<file path="src/bbr_pkg.sv">
package bbr_pkg;

  localparam int VALUE_WIDTH = 32;
  localparam int FRAC_WIDTH  = 16;
  localparam int MODE_WIDTH  = 3;

  localparam logic [MODE_WIDTH-1:0] MODE_CLIP    = 3'd0;
  localparam logic [MODE_WIDTH-1:0] MODE_REFLECT = 3'd1;
  localparam logic [MODE_WIDTH-1:0] MODE_FOLD    = 3'd2;
  localparam logic [MODE_WIDTH-1:0] MODE_RANDOM  = 3'd3;
  localparam logic [MODE_WIDTH-1:0] MODE_IGNORE  = 3'd4;

  // load enables for the two inner pipeline stages
  typedef struct packed {
    logic ld1;
    logic ld2;
  } pipe_ctl_t;

endpackage

</file>
<file path="src/bbr_repair.sv">
module bbr_repair #(
  parameter int W = bbr_pkg::VALUE_WIDTH
) (
  input  logic                              clk,
  input  bbr_pkg::pipe_ctl_t                ctl,
  input  logic [bbr_pkg::MODE_WIDTH-1:0]    mode,
  input  logic signed [W-1:0]               value_in,
  input  logic signed [W-1:0]               low_bound,
  input  logic signed [W-1:0]               high_bound,
  input  logic                              low_is_infinite,
  input  logic                              high_is_infinite,
  input  logic [bbr_pkg::FRAC_WIDTH-1:0]    uniform_fraction,
  input  logic                              last_item,
  output logic signed [W-1:0]               value_out,
  output logic                              was_outside,
  output logic                              was_redrawn,
  output logic                              last_out
);

  localparam int EW = W + 2;
  localparam int KW = bbr_pkg::FRAC_WIDTH + 1;
  localparam int PW = W + KW;
  localparam logic signed [EW-1:0] VMAX_E = {3'b000, {(W-1){1'b1}}};
  localparam logic signed [EW-1:0] VMIN_E = {3'b111, {(W-1){1'b0}}};

  // stage 1: classify, mirror/fold with saturation, span for redraw
  logic                 below, above, outside, use_fold, mirror_ok, up;
  logic signed [W-1:0]  opx, opy, opz, sat, cand;
  logic signed [EW-1:0] t;
  logic signed [W:0]    diff;
  logic                 recheck, force_draw;

  always_comb begin
    below     = !low_is_infinite && (value_in < low_bound);
    above     = !below && !high_is_infinite && (value_in > high_bound);
    outside   = below || above;
    use_fold  = (mode == bbr_pkg::MODE_FOLD) &&
                ((below && !high_is_infinite) || (above && !low_is_infinite));
    mirror_ok = (below && high_is_infinite) || (above && low_is_infinite);
    if (below) begin
      opx = use_fold ? high_bound : low_bound;
      opy = use_fold ? value_in   : low_bound;
      opz = use_fold ? low_bound  : value_in;
    end else begin
      opx = use_fold ? low_bound  : high_bound;
      opy = use_fold ? value_in   : high_bound;
      opz = use_fold ? high_bound : value_in;
    end
    t = EW'(opx) + EW'(opy) - EW'(opz);
    if (t > VMAX_E) begin
      sat = VMAX_E[W-1:0];
    end else if (t < VMIN_E) begin
      sat = VMIN_E[W-1:0];
    end else begin
      sat = t[W-1:0];
    end

    cand       = value_in;
    recheck    = 1'b0;
    force_draw = 1'b0;
    unique case (mode)
      bbr_pkg::MODE_CLIP: begin
        if (below) cand = low_bound;
        else if (above) cand = high_bound;
      end
      bbr_pkg::MODE_REFLECT, bbr_pkg::MODE_FOLD: begin
        if (outside) cand = sat;
        recheck = 1'b1;
      end
      bbr_pkg::MODE_RANDOM: begin
        if (mirror_ok) cand = sat;
        force_draw = outside && !mirror_ok;
      end
      default: begin
        cand = value_in;
      end
    endcase

    up   = low_bound <= high_bound;
    diff = up ? ((W+1)'(high_bound) - (W+1)'(low_bound))
              : ((W+1)'(low_bound) - (W+1)'(high_bound));
  end

  logic signed [W-1:0] s1_cand, s1_lo, s1_hi;
  logic [W-1:0]        s1_m;
  logic [KW-1:0]       s1_k;
  logic                s1_lo_inf, s1_hi_inf, s1_recheck, s1_force, s1_outside, s1_up, s1_last;

  always_ff @(posedge clk) begin
    if (ctl.ld1) begin
      s1_cand    <= cand;
      s1_lo      <= low_bound;
      s1_hi      <= high_bound;
      s1_m       <= diff[W-1:0];
      s1_k       <= {uniform_fraction, 1'b1};
      s1_lo_inf  <= low_is_infinite;
      s1_hi_inf  <= high_is_infinite;
      s1_recheck <= recheck;
      s1_force   <= force_draw;
      s1_outside <= outside;
      s1_up      <= up;
      s1_last    <= last_item;
    end
  end

  // stage 2: redraw offset = floor(span * (2r+1) / 2^17), bound recheck
  logic [PW-1:0] prod;
  logic          oor, draw;

  always_comb begin
    prod = PW'(s1_m) * PW'(s1_k);
    oor  = (!s1_lo_inf && (s1_cand < s1_lo)) || (!s1_hi_inf && (s1_cand > s1_hi));
    draw = s1_force || (s1_recheck && oor);
  end

  logic signed [W-1:0] s2_cand, s2_lo;
  logic [W-1:0]        s2_off;
  logic                s2_up, s2_draw, s2_outside, s2_last;

  always_ff @(posedge clk) begin
    if (ctl.ld2) begin
      s2_cand    <= s1_cand;
      s2_lo      <= s1_lo;
      s2_off     <= prod[PW-1:KW];
      s2_up      <= s1_up;
      s2_draw    <= draw;
      s2_outside <= s1_outside;
      s2_last    <= s1_last;
    end
  end

  // offset never exceeds the span, so low +/- offset stays in range
  always_comb begin
    if (s2_draw) begin
      value_out = s2_up ? W'(s2_lo + s2_off) : W'(s2_lo - s2_off);
    end else begin
      value_out = s2_cand;
    end
    was_outside = s2_outside;
    was_redrawn = s2_draw;
    last_out    = s2_last;
  end

endmodule

</file>
<file path="src/box_bound_repair_top.sv">
// Box bound repair: each word carries a signed Q16.16 value with its lower and upper
// bound, and is repaired by clip, reflect, fold, random redraw or ignore as chosen by
// the mode register (write it only while no words are in flight). The block takes one
// word per clock and presents its result through a four-register pipeline (input
// register, mirror/fold stage, redraw multiply stage, output register); each stage
// holds its word under backpressure and bubbles are squeezed out, so input and output
// run at full rate as long as the sink keeps up.
module box_bound_repair_top #(
  parameter int VALUE_WIDTH = bbr_pkg::VALUE_WIDTH
) (
  input  logic                           clk,
  input  logic                           rst,
  input  logic                           cfg_we,
  input  logic [bbr_pkg::MODE_WIDTH-1:0] cfg_wdata,
  input  logic                           s_axis_tvalid,
  output logic                           s_axis_tready,
  // value_in, low_bound, high_bound, low_is_infinite, high_is_infinite,
  // uniform_fraction, zero pad
  input  logic [((3*VALUE_WIDTH+2+bbr_pkg::FRAC_WIDTH+7)/8)*8-1:0] s_axis_tdata,
  input  logic                           s_axis_tlast,
  output logic                           m_axis_tvalid,
  input  logic                           m_axis_tready,
  // value_out, was_outside, was_redrawn, zero pad
  output logic [((VALUE_WIDTH+2+7)/8)*8-1:0] m_axis_tdata,
  output logic                           m_axis_tlast
);

  localparam int W  = VALUE_WIDTH;
  localparam int FW = bbr_pkg::FRAC_WIDTH;
  localparam int DW_OUT = ((W + 2 + 7) / 8) * 8;

  logic [bbr_pkg::MODE_WIDTH-1:0] mode;

  always_ff @(posedge clk) begin
    if (rst) begin
      mode <= bbr_pkg::MODE_CLIP;
    end else if (cfg_we) begin
      mode <= cfg_wdata;
    end
  end

  // stage occupancy and load enables
  logic valid0, valid1, valid2, valid3;
  logic ld0, ld3;
  bbr_pkg::pipe_ctl_t ctl;

  always_comb begin
    ld3     = !valid3 || m_axis_tready;
    ctl.ld2 = !valid2 || ld3;
    ctl.ld1 = !valid1 || ctl.ld2;
    ld0     = !valid0 || ctl.ld1;
  end

  assign s_axis_tready = ld0;

  always_ff @(posedge clk) begin
    if (rst) begin
      valid0 <= 1'b0;
      valid1 <= 1'b0;
      valid2 <= 1'b0;
      valid3 <= 1'b0;
    end else begin
      if (ld0)     valid0 <= s_axis_tvalid;
      if (ctl.ld1) valid1 <= valid0;
      if (ctl.ld2) valid2 <= valid1;
      if (ld3)     valid3 <= valid2;
    end
  end

  // input register
  logic signed [W-1:0] in_v, in_lo, in_hi;
  logic                in_lo_inf, in_hi_inf, in_last;
  logic [FW-1:0]       in_r;

  always_ff @(posedge clk) begin
    if (ld0) begin
      in_v      <= s_axis_tdata[W-1:0];
      in_lo     <= s_axis_tdata[2*W-1:W];
      in_hi     <= s_axis_tdata[3*W-1:2*W];
      in_lo_inf <= s_axis_tdata[3*W];
      in_hi_inf <= s_axis_tdata[3*W+1];
      in_r      <= s_axis_tdata[3*W+2+FW-1:3*W+2];
      in_last   <= s_axis_tlast;
    end
  end

  logic signed [W-1:0] res_value;
  logic                res_outside, res_redrawn, res_last;

  bbr_repair #(
    .W(W)
  ) u_repair (
    .clk              (clk),
    .ctl              (ctl),
    .mode             (mode),
    .value_in         (in_v),
    .low_bound        (in_lo),
    .high_bound       (in_hi),
    .low_is_infinite  (in_lo_inf),
    .high_is_infinite (in_hi_inf),
    .uniform_fraction (in_r),
    .last_item        (in_last),
    .value_out        (res_value),
    .was_outside      (res_outside),
    .was_redrawn      (res_redrawn),
    .last_out         (res_last)
  );

  // output register
  logic signed [W-1:0] out_value;
  logic                out_outside, out_redrawn, out_last;

  always_ff @(posedge clk) begin
    if (ld3) begin
      out_value   <= res_value;
      out_outside <= res_outside;
      out_redrawn <= res_redrawn;
      out_last    <= res_last;
    end
  end

  assign m_axis_tvalid = valid3;
  assign m_axis_tdata  = DW_OUT'({out_redrawn, out_outside, out_value});
  assign m_axis_tlast  = out_last;

  // a redraw only ever repairs a word that was out of bounds
  a_redraw_outside: assert property (@(posedge clk) disable iff (rst)
    valid3 && out_redrawn |-> out_outside)
    else $error("redrawn word not flagged outside");

  // input stalls only when every stage holds a word
  a_stall_full: assert property (@(posedge clk) disable iff (rst)
    !s_axis_tready |-> valid0 && valid1 && valid2 && valid3)
    else $error("input stalled with a bubble in the pipeline");

  // a result appears only from a word in the stage before it
  a_no_invent: assert property (@(posedge clk) disable iff (rst)
    $rose(valid3) |-> $past(valid2))
    else $error("result word without a source");

endmodule

</file>
<file path="config.mk">
export PLATFORM = sky130hd
export DESIGN_NAME = box_bound_repair_top
export DESIGN_NICKNAME = d
export VERILOG_FILES = /design/src/bbr_pkg.sv /design/src/bbr_repair.sv /design/src/box_bound_repair_top.sv
export SDC_FILE = /design/constraint.sdc
export NUM_CORES = 2
export LEC_CHECK = 0
export BUFFER_PORTS_ARGS = -buffer_cell sky130_fd_sc_hd__buf_2
export CELL_PAD_IN_SITES_DETAIL_PLACEMENT = 1
export CELL_PAD_IN_SITES_GLOBAL_PLACEMENT = 2
export CORE_MARGIN = 2
export CORE_UTILIZATION = 42
export CTS_CLUSTER_SIZE = 16
export DETAILED_ROUTE_END_ITERATION = 8
export PLACE_DENSITY_LB_ADDON = 0.1
export SYNTH_ARGS = -nofsm -noshare
export SYNTH_HDL_FRONTEND = slang
export SYNTH_SLANG_ARGS = --single-unit
</file>
<file path="constraint.sdc">
create_clock -name clk -period 9.3 [get_ports clk]
set_input_delay 1.395 -clock clk [delete_from_list [all_inputs] [get_ports clk]]
set_output_delay 1.395 -clock clk [all_outputs]
set_load 0.01 [all_outputs]
</file>
### Word level (Yosys, flattened, before mapping)

Cells that the tools add are included.

| storage, ports and cells | value |
|---|---|
| word-level logic and storage cells | 105 |
| input bits | 129 |
| bits in registers | 408 |
| output and inout port bits | 43 |

| cells by class | value |
|---|---|
| $lt $le $gt $ge | 7 |
| multiply operators | 1 |
| multiplexer cells | 20 |
| reduce and logical (&&, ||, !) cells | 33 |
| add/subtract/negate cells | 6 |
| equality and inequality tests | 3 |

Operators with widths:

| operator | count |
|---|---|
| $mux W32 | 18 |
| $pmux W32 S3 | 1 |
| $sub A32 B32 Y32 | 3 |
| $gt A32 B32 Y1 | 2 |
| $lt A32 B32 Y1 | 2 |
| $mul A32 B17 Y49 | 1 |
| $gt A34 B32 Y1 const B | 1 |
| $lt A34 B32 Y1 const B | 1 |
| $sub A33 B32 Y34 | 1 |
| $add A32 B32 Y33 | 1 |
| $add A32 B32 Y32 | 1 |
| $le A32 B32 Y1 | 1 |
| $logic_and A1 B1 Y1 | 12 |
| $logic_not A1 Y1 | 10 |
| $logic_or A1 B1 Y1 | 9 |
| $eq A3 B2 Y1 const B | 2 |
| $eq A3 B1 Y1 const B | 1 |
| $logic_not A3 Y1 | 1 |
| $reduce_or A2 Y1 | 1 |
| $mux W1 | 1 |

### Logic depth before layout (Yosys ltp)

| logic depth | value |
|---|---|
| depth after elaboration | 17 |
| depth in mapped cells | 32 |
| depth with buffers taken out | 28 |

### Hierarchy

From an unflattened synthesis, not the netlist that was laid out.

| unflattened totals | value |
|---|---|
| cell total of the unflattened synthesis | 4,266 |
| area, all modules | 42,847.3 sq um |

Modules (own cells, without submodules):

| module | cells each | instances | sequential area each (sq um) | area an instance (sq um) |
|---|---|---|---|---|
| bbr_repair | 4,081 | 1 | 7,537.2 | 38,003.9 |
| box_bound_repair_top | 185 | 1 | 4,644.5 | 4,843.4 |

### Least setup slack after synthesis

OpenSTA, ideal clock, no wires.

| timing path | value |
|---|---|
| path kind | reg-to-reg |
| start | register in_hi[1] |
| end | register u_repair.s1_cand[23] (data pin) |
| required time | 9,039 ps |
| clock period less this slack | 6,711 ps |
| library setup time | 261 ps |
| stages on the path, launching flop included | 28 |
| path slack | 2,589 ps |
| arrival time | 6,450 ps |
| path buffers | 3 |
| path through | edfxtp_1 > inv_1 > ha_1 > nor2b_1 > o211ai_1 > a2111oi_0 > o41a_1 > or4b_4 > nand2_2 > nand2_1 > a21o_1 > buf_2 > clkbuf_1 > clkbuf_1 > a21oi_1 > fa_1 > ha_1 > a211oi_1 > o211ai_1 > a21boi_2 > a41oi_2 > or4_1 > o211a_1 > a31o_2 > inv_2 > o31ai_1 > or3b_1 > a221o_1 |

| between the ends | value |
|---|---|
| word-level cells in the longest chain between the ends | 14 |
| elaborated cells on any way between the ends | 28 |
| those cells by class | add/sub: 2; order compare: 3; mux: 16; reduce/logical: 7 |

Ends and longest elaborated chain:

| item | line | RTL |
|---|---|---|
| from (decl) | box_bound_repair_top.sv:71 | `logic signed [W-1:0] in_v, in_lo, in_hi;` |
| from (signal assigned) | box_bound_repair_top.sv:79 | `in_hi <= s_axis_tdata[3*W-1:2*W];` |
| $gt A32 B32 Y1 | bbr_repair.sv:35 | `above = !below && !high_is_infinite && (value_in > high_bound);` |
| $logic_and A1 B1 Y1 | bbr_repair.sv:35 |  |
| $logic_and A1 B1 Y1 | bbr_repair.sv:38 | `((below && !high_is_infinite) \|\| (above && !low_is_infinite));` |
| $logic_or A1 B1 Y1 | bbr_repair.sv:38 |  |
| $logic_and A1 B1 Y1 | bbr_repair.sv:37 | `use_fold = (mode == bbr_pkg::MODE_FOLD) &&` |
| $mux W32 (on tied branches) | - |  |
| $mux W32 | bbr_repair.sv:40 | `if (below) begin` |
| $add A32 B32 Y33 | bbr_repair.sv:49 | `t = EW'(opx) + EW'(opy) - EW'(opz);` |
| $sub A33 B32 Y34 | bbr_repair.sv:49 |  |
| $lt A34 B32 Y1 | bbr_repair.sv:52 | `end else if (t < VMIN_E) begin` |
| $mux W32 | bbr_repair.sv:52 |  |
| $mux W32 | bbr_repair.sv:50 | `if (t > VMAX_E) begin` |
| $mux W32 (on tied branches) | bbr_repair.sv:71, bbr_repair.sv:67 |  |
| $pmux W32 S3 * | bbr_repair.sv:61 | `unique case (mode)` |
| named net u_repair.cand[23] | bbr_repair.sv:28 | `logic signed [W-1:0] opx, opy, opz, sat, cand;` |
| to (signal assigned) | bbr_repair.sv:91 | `s1_cand <= cand;` |
| to (decl) | bbr_repair.sv:84 | `logic signed [W-1:0] s1_cand, s1_lo, s1_hi;` |

Mark *: on every way through the listed nets, which the timed path passes. The rest lies on a longest branch.
A chain may end at the register's enable or synchronous reset.

### Worst setup path in the final report

Ends and elaborated chain as after synthesis.

==> flow_summary.ini <==
[timing]
hold_viol = 0
setup_ws_ns = 0.7722
tightest_slew_ns = 1.196
rsz0062_at_grt = false
worst_slew_margin_rel_pct = 20.30
finalCritPeriodShare_pct = 91.70
fin_worst_skew_ns = 0.02597
fmax_ghz = 0.1173
finalSetupViolCount = 0
totalNegativeSetupSlack_ns = 0
slew_violations = 0
fin_crit_ns = 8.528

[place]
pre_cts_ws_ns = 0.7340
dpl.hpwl_um = 105700
dp.cells = 5734
place.gp.congestion = 0.8841
portBuffers = 159

[drt]
vias = 31470
ant_nets = 0
firstDrtPassIters = 5
vias_per_cell = 5.406
wl_um = 131800
drc = 0
drt_iter0_markers = 1520
wire_per_inst_um = 22.64

[yosys]
yosysUniqueCellTypes = 82
synth_edf_count = 401
syn_area_um2 = 42360
syn_inst = 4402
ys_warn_count = 0
synth-main-ff-cell = edfxtp_1
async_flop_share_pct = 0
syn_area_per_cell_um2 = 9.623
synth.yosys.seq_area_share_pct = 28.76
ys_ff_latch = 408

[setup_path]
worstSetupPathType = register to register
crit_required_ns = 9.67
r2r_start = in_hi[1]$_DFFE_PP_
reg2regPathDepth = 27
r2r_end = u_repair.s1_cand[23]$_DFFE_PP_
slowest_delay_ns = 0.62
ff2ff_setup_slack_ns = 0.77
end_kind = register
critPathMaxFanout = 90
worst-endpoint-arrival_ns = 8.89
crit_path_end = u_repair.s1_cand[23]$_DFFE_PP_
cp-start-kind = register
critPathSlowestCell = or4_1
critPathLaunch = in_hi[1]$_DFFE_PP_

[clock_tree]
cts_buffer_depth = 3
clkSlewWorstSetupHoldPaths_ns = 0.07
post_cts_buffers = 0
cts_root_buffer = clkbuf_16
cts_tree = built
clock_sinks = 408
clock_latency_ns = 0.62
postCtsHoldBufs = 0
cts_resized = 0
cts_buffers = 48
h-tree-depth = 2

[finish]
insertedDiodeCount = 0
final_nets = 5473
final_util_pct = 46.14
area_delta_synth_final_pct = 8.920
final_cell_mix = inv_1 (718), nand2_1 (576), fa_1 (482)
nFillCells = 11430
multi_input_area_um2 = 26730
final_cells = 5822
layout-drive-gt1-share_pct = 7.803
final_common_cell = inv_1
seq_area_um2 = 12180

[global_route]
grt_pass1_vias = 34200
grt_max_degree = 91
grt.overflow.total = 0
antenna_found_initial = 1
track_usage_pct = 26.07
grt_pass1_wl_um = 205600

[die]
boundaryPins = 172
die_area_um2 = 103400
rows = 116
initial_core_util_pct = 42.36
core_area_um2 = 100000
die_w_um = 321.6
fp.dieH_um = 321.6

[min_path]
min-delay-path-class = register to register

[status]
status = finished clean

[job]
maxCapViolations = 0
-- cell families (layout without fill, tap and decap cells) --
| logic type | Yosys count | after routing | share of synthesized area [%] |
|---|---|---|---|
| AO/OA/AOI/OAI | 862 | 862 | 12.60 |
| XOR/XNOR | 140 | 140 | 2.895 |
| adder cells (fa/ha/maj) | 858 | 858 | 33.88 |
| buffers and inverters | 920 | 1037 | 8.294 |
| flip-flops | 408 | 408 | 28.76 |
| multiplexers | 42 | 42 | 1.066 |
| other | 1 | 6 | 0.008852 |
| AND/OR/NAND/NOR | 1171 | 1171 | 12.49 |
-- how the worst min path moves through the flow --
| stage | startpoint | endpoint | slack [ns] | cells after the start |
|---|---|---|---|---|
| 6_report | in_r[2]$_DFFE_PP_ | u_repair.s1_k[3]$_DFFE_PP_ | 0.41 | 0 |
| 3_5_place_dp | in_r[9]$_DFFE_PP_ | u_repair.s1_k[10]$_DFFE_PP_ | 0.41 | 0 |
| 3_3_place_gp | u_repair.s1_up$_DFFE_PP_ | u_repair.s2_up$_DFFE_PP_ | 0.40 | 0 |
| 5_1_grt | in_r[0]$_DFFE_PP_ | u_repair.s1_k[1]$_DFFE_PP_ | 0.42 | 0 |
| 2_1_floorplan | u_repair.last_out$_DFFE_PP_ | m_axis_tlast$_DFFE_PP_ | 0.40 | 0 |
| 4_1_cts | in_r[2]$_DFFE_PP_ | u_repair.s1_k[3]$_DFFE_PP_ | 0.41 | 0 |
-- through the flow --
step | hold slack, ns | area, um2
5_1_grt | 0.4248 | 46140
6_report | 0.4052 | 46140
3_3_place_gp | 0.4008 | 44580
3_5_place_dp | 0.4052 | 44580
2_1_floorplan | 0.4003 | 42380
4_1_cts | 0.4109 | 46140
-- critical path: cells and delay by family, from the launching register on --
family / cells / cell delay [ns]
flops: 1 / 0.53
compound gates: 11 / 3.37
fa+ha+maj: 3 / 1.24
simple gates: 9 / 2.36
buf+inv: 4 / 0.75
-- per-layer routing --
| layer | share of wire (%) | GRT usage (%) |
|---|---|---|
| met1 | 45 | 34.77 |
| met2 | 50 | 45.48 |
| met3 | 2.7 | 1.974 |
| met4 | 2.9 | 7.373 |
| met5 | 0 | 0 |
-- synth_stat cells (9+ instances only) --
cell / number / share of area (%)
o221ai_1: 10 / 0.21
mux2_2: 25 / 0.66
a21boi_0: 13 / 0.23
a21o_1: 98 / 1.7
a21oi_1: 305 / 3.6
edfxtp_1: 401 / 28
o21ai_0: 189 / 2.2
fa_1: 482 / 23
o211ai_1: 37 / 0.66
xor2_1: 59 / 1.2
o21a_1: 25 / 0.44
o21bai_1: 41 / 0.73
xnor2_1: 81 / 1.7
a221oi_1: 11 / 0.23
nand4_1: 47 / 0.69
buf_4: 9 / 0.16
and2_1: 138 / 2.0
nor3_1: 40 / 0.47
a211oi_1: 28 / 0.50
or3_1: 9 / 0.13
clkbuf_1: 170 / 1.5
and3_1: 14 / 0.21
a31oi_1: 25 / 0.37
nand3_1: 41 / 0.48
mux2i_1: 17 / 0.40
nand2_1: 578 / 5.1
inv_1: 720 / 6.4
a31o_2: 9 / 0.19
buf_2: 15 / 0.18
nor2_1: 215 / 1.9
nand2b_1: 21 / 0.31
ha_1: 376 / 11
nor2b_1: 33 / 0.49
-- registers in the layout, summed over array words and instances (netlist names), 3 cells and up --
signal	flops
u_repair.s2_lo	32
u_repair.s1_hi	32
in_v	32
u_repair.s1_m	32
u_repair.s1_cand	32
in_lo	32
u_repair.s1_k	16
in_hi	32
in_r	16
out_value	32
u_repair.s2_cand	32
u_repair.s1_lo	32
mode	3
u_repair.s2_off	32
-- area by class of cell --
class,count,area share (%)
Clock buffer,58,2.731
Clock inverter,30,0.6562
Inverter,721,5.876
Multi-Input combinational cell,3079,57.94
Sequential cell,408,26.40
Tap cell,1298,3.520
Timing Repair Buffer,228,2.874
Power is not shown: default switching activity piles up to over one toggle a cycle in this logic, so the estimate is an artifact.
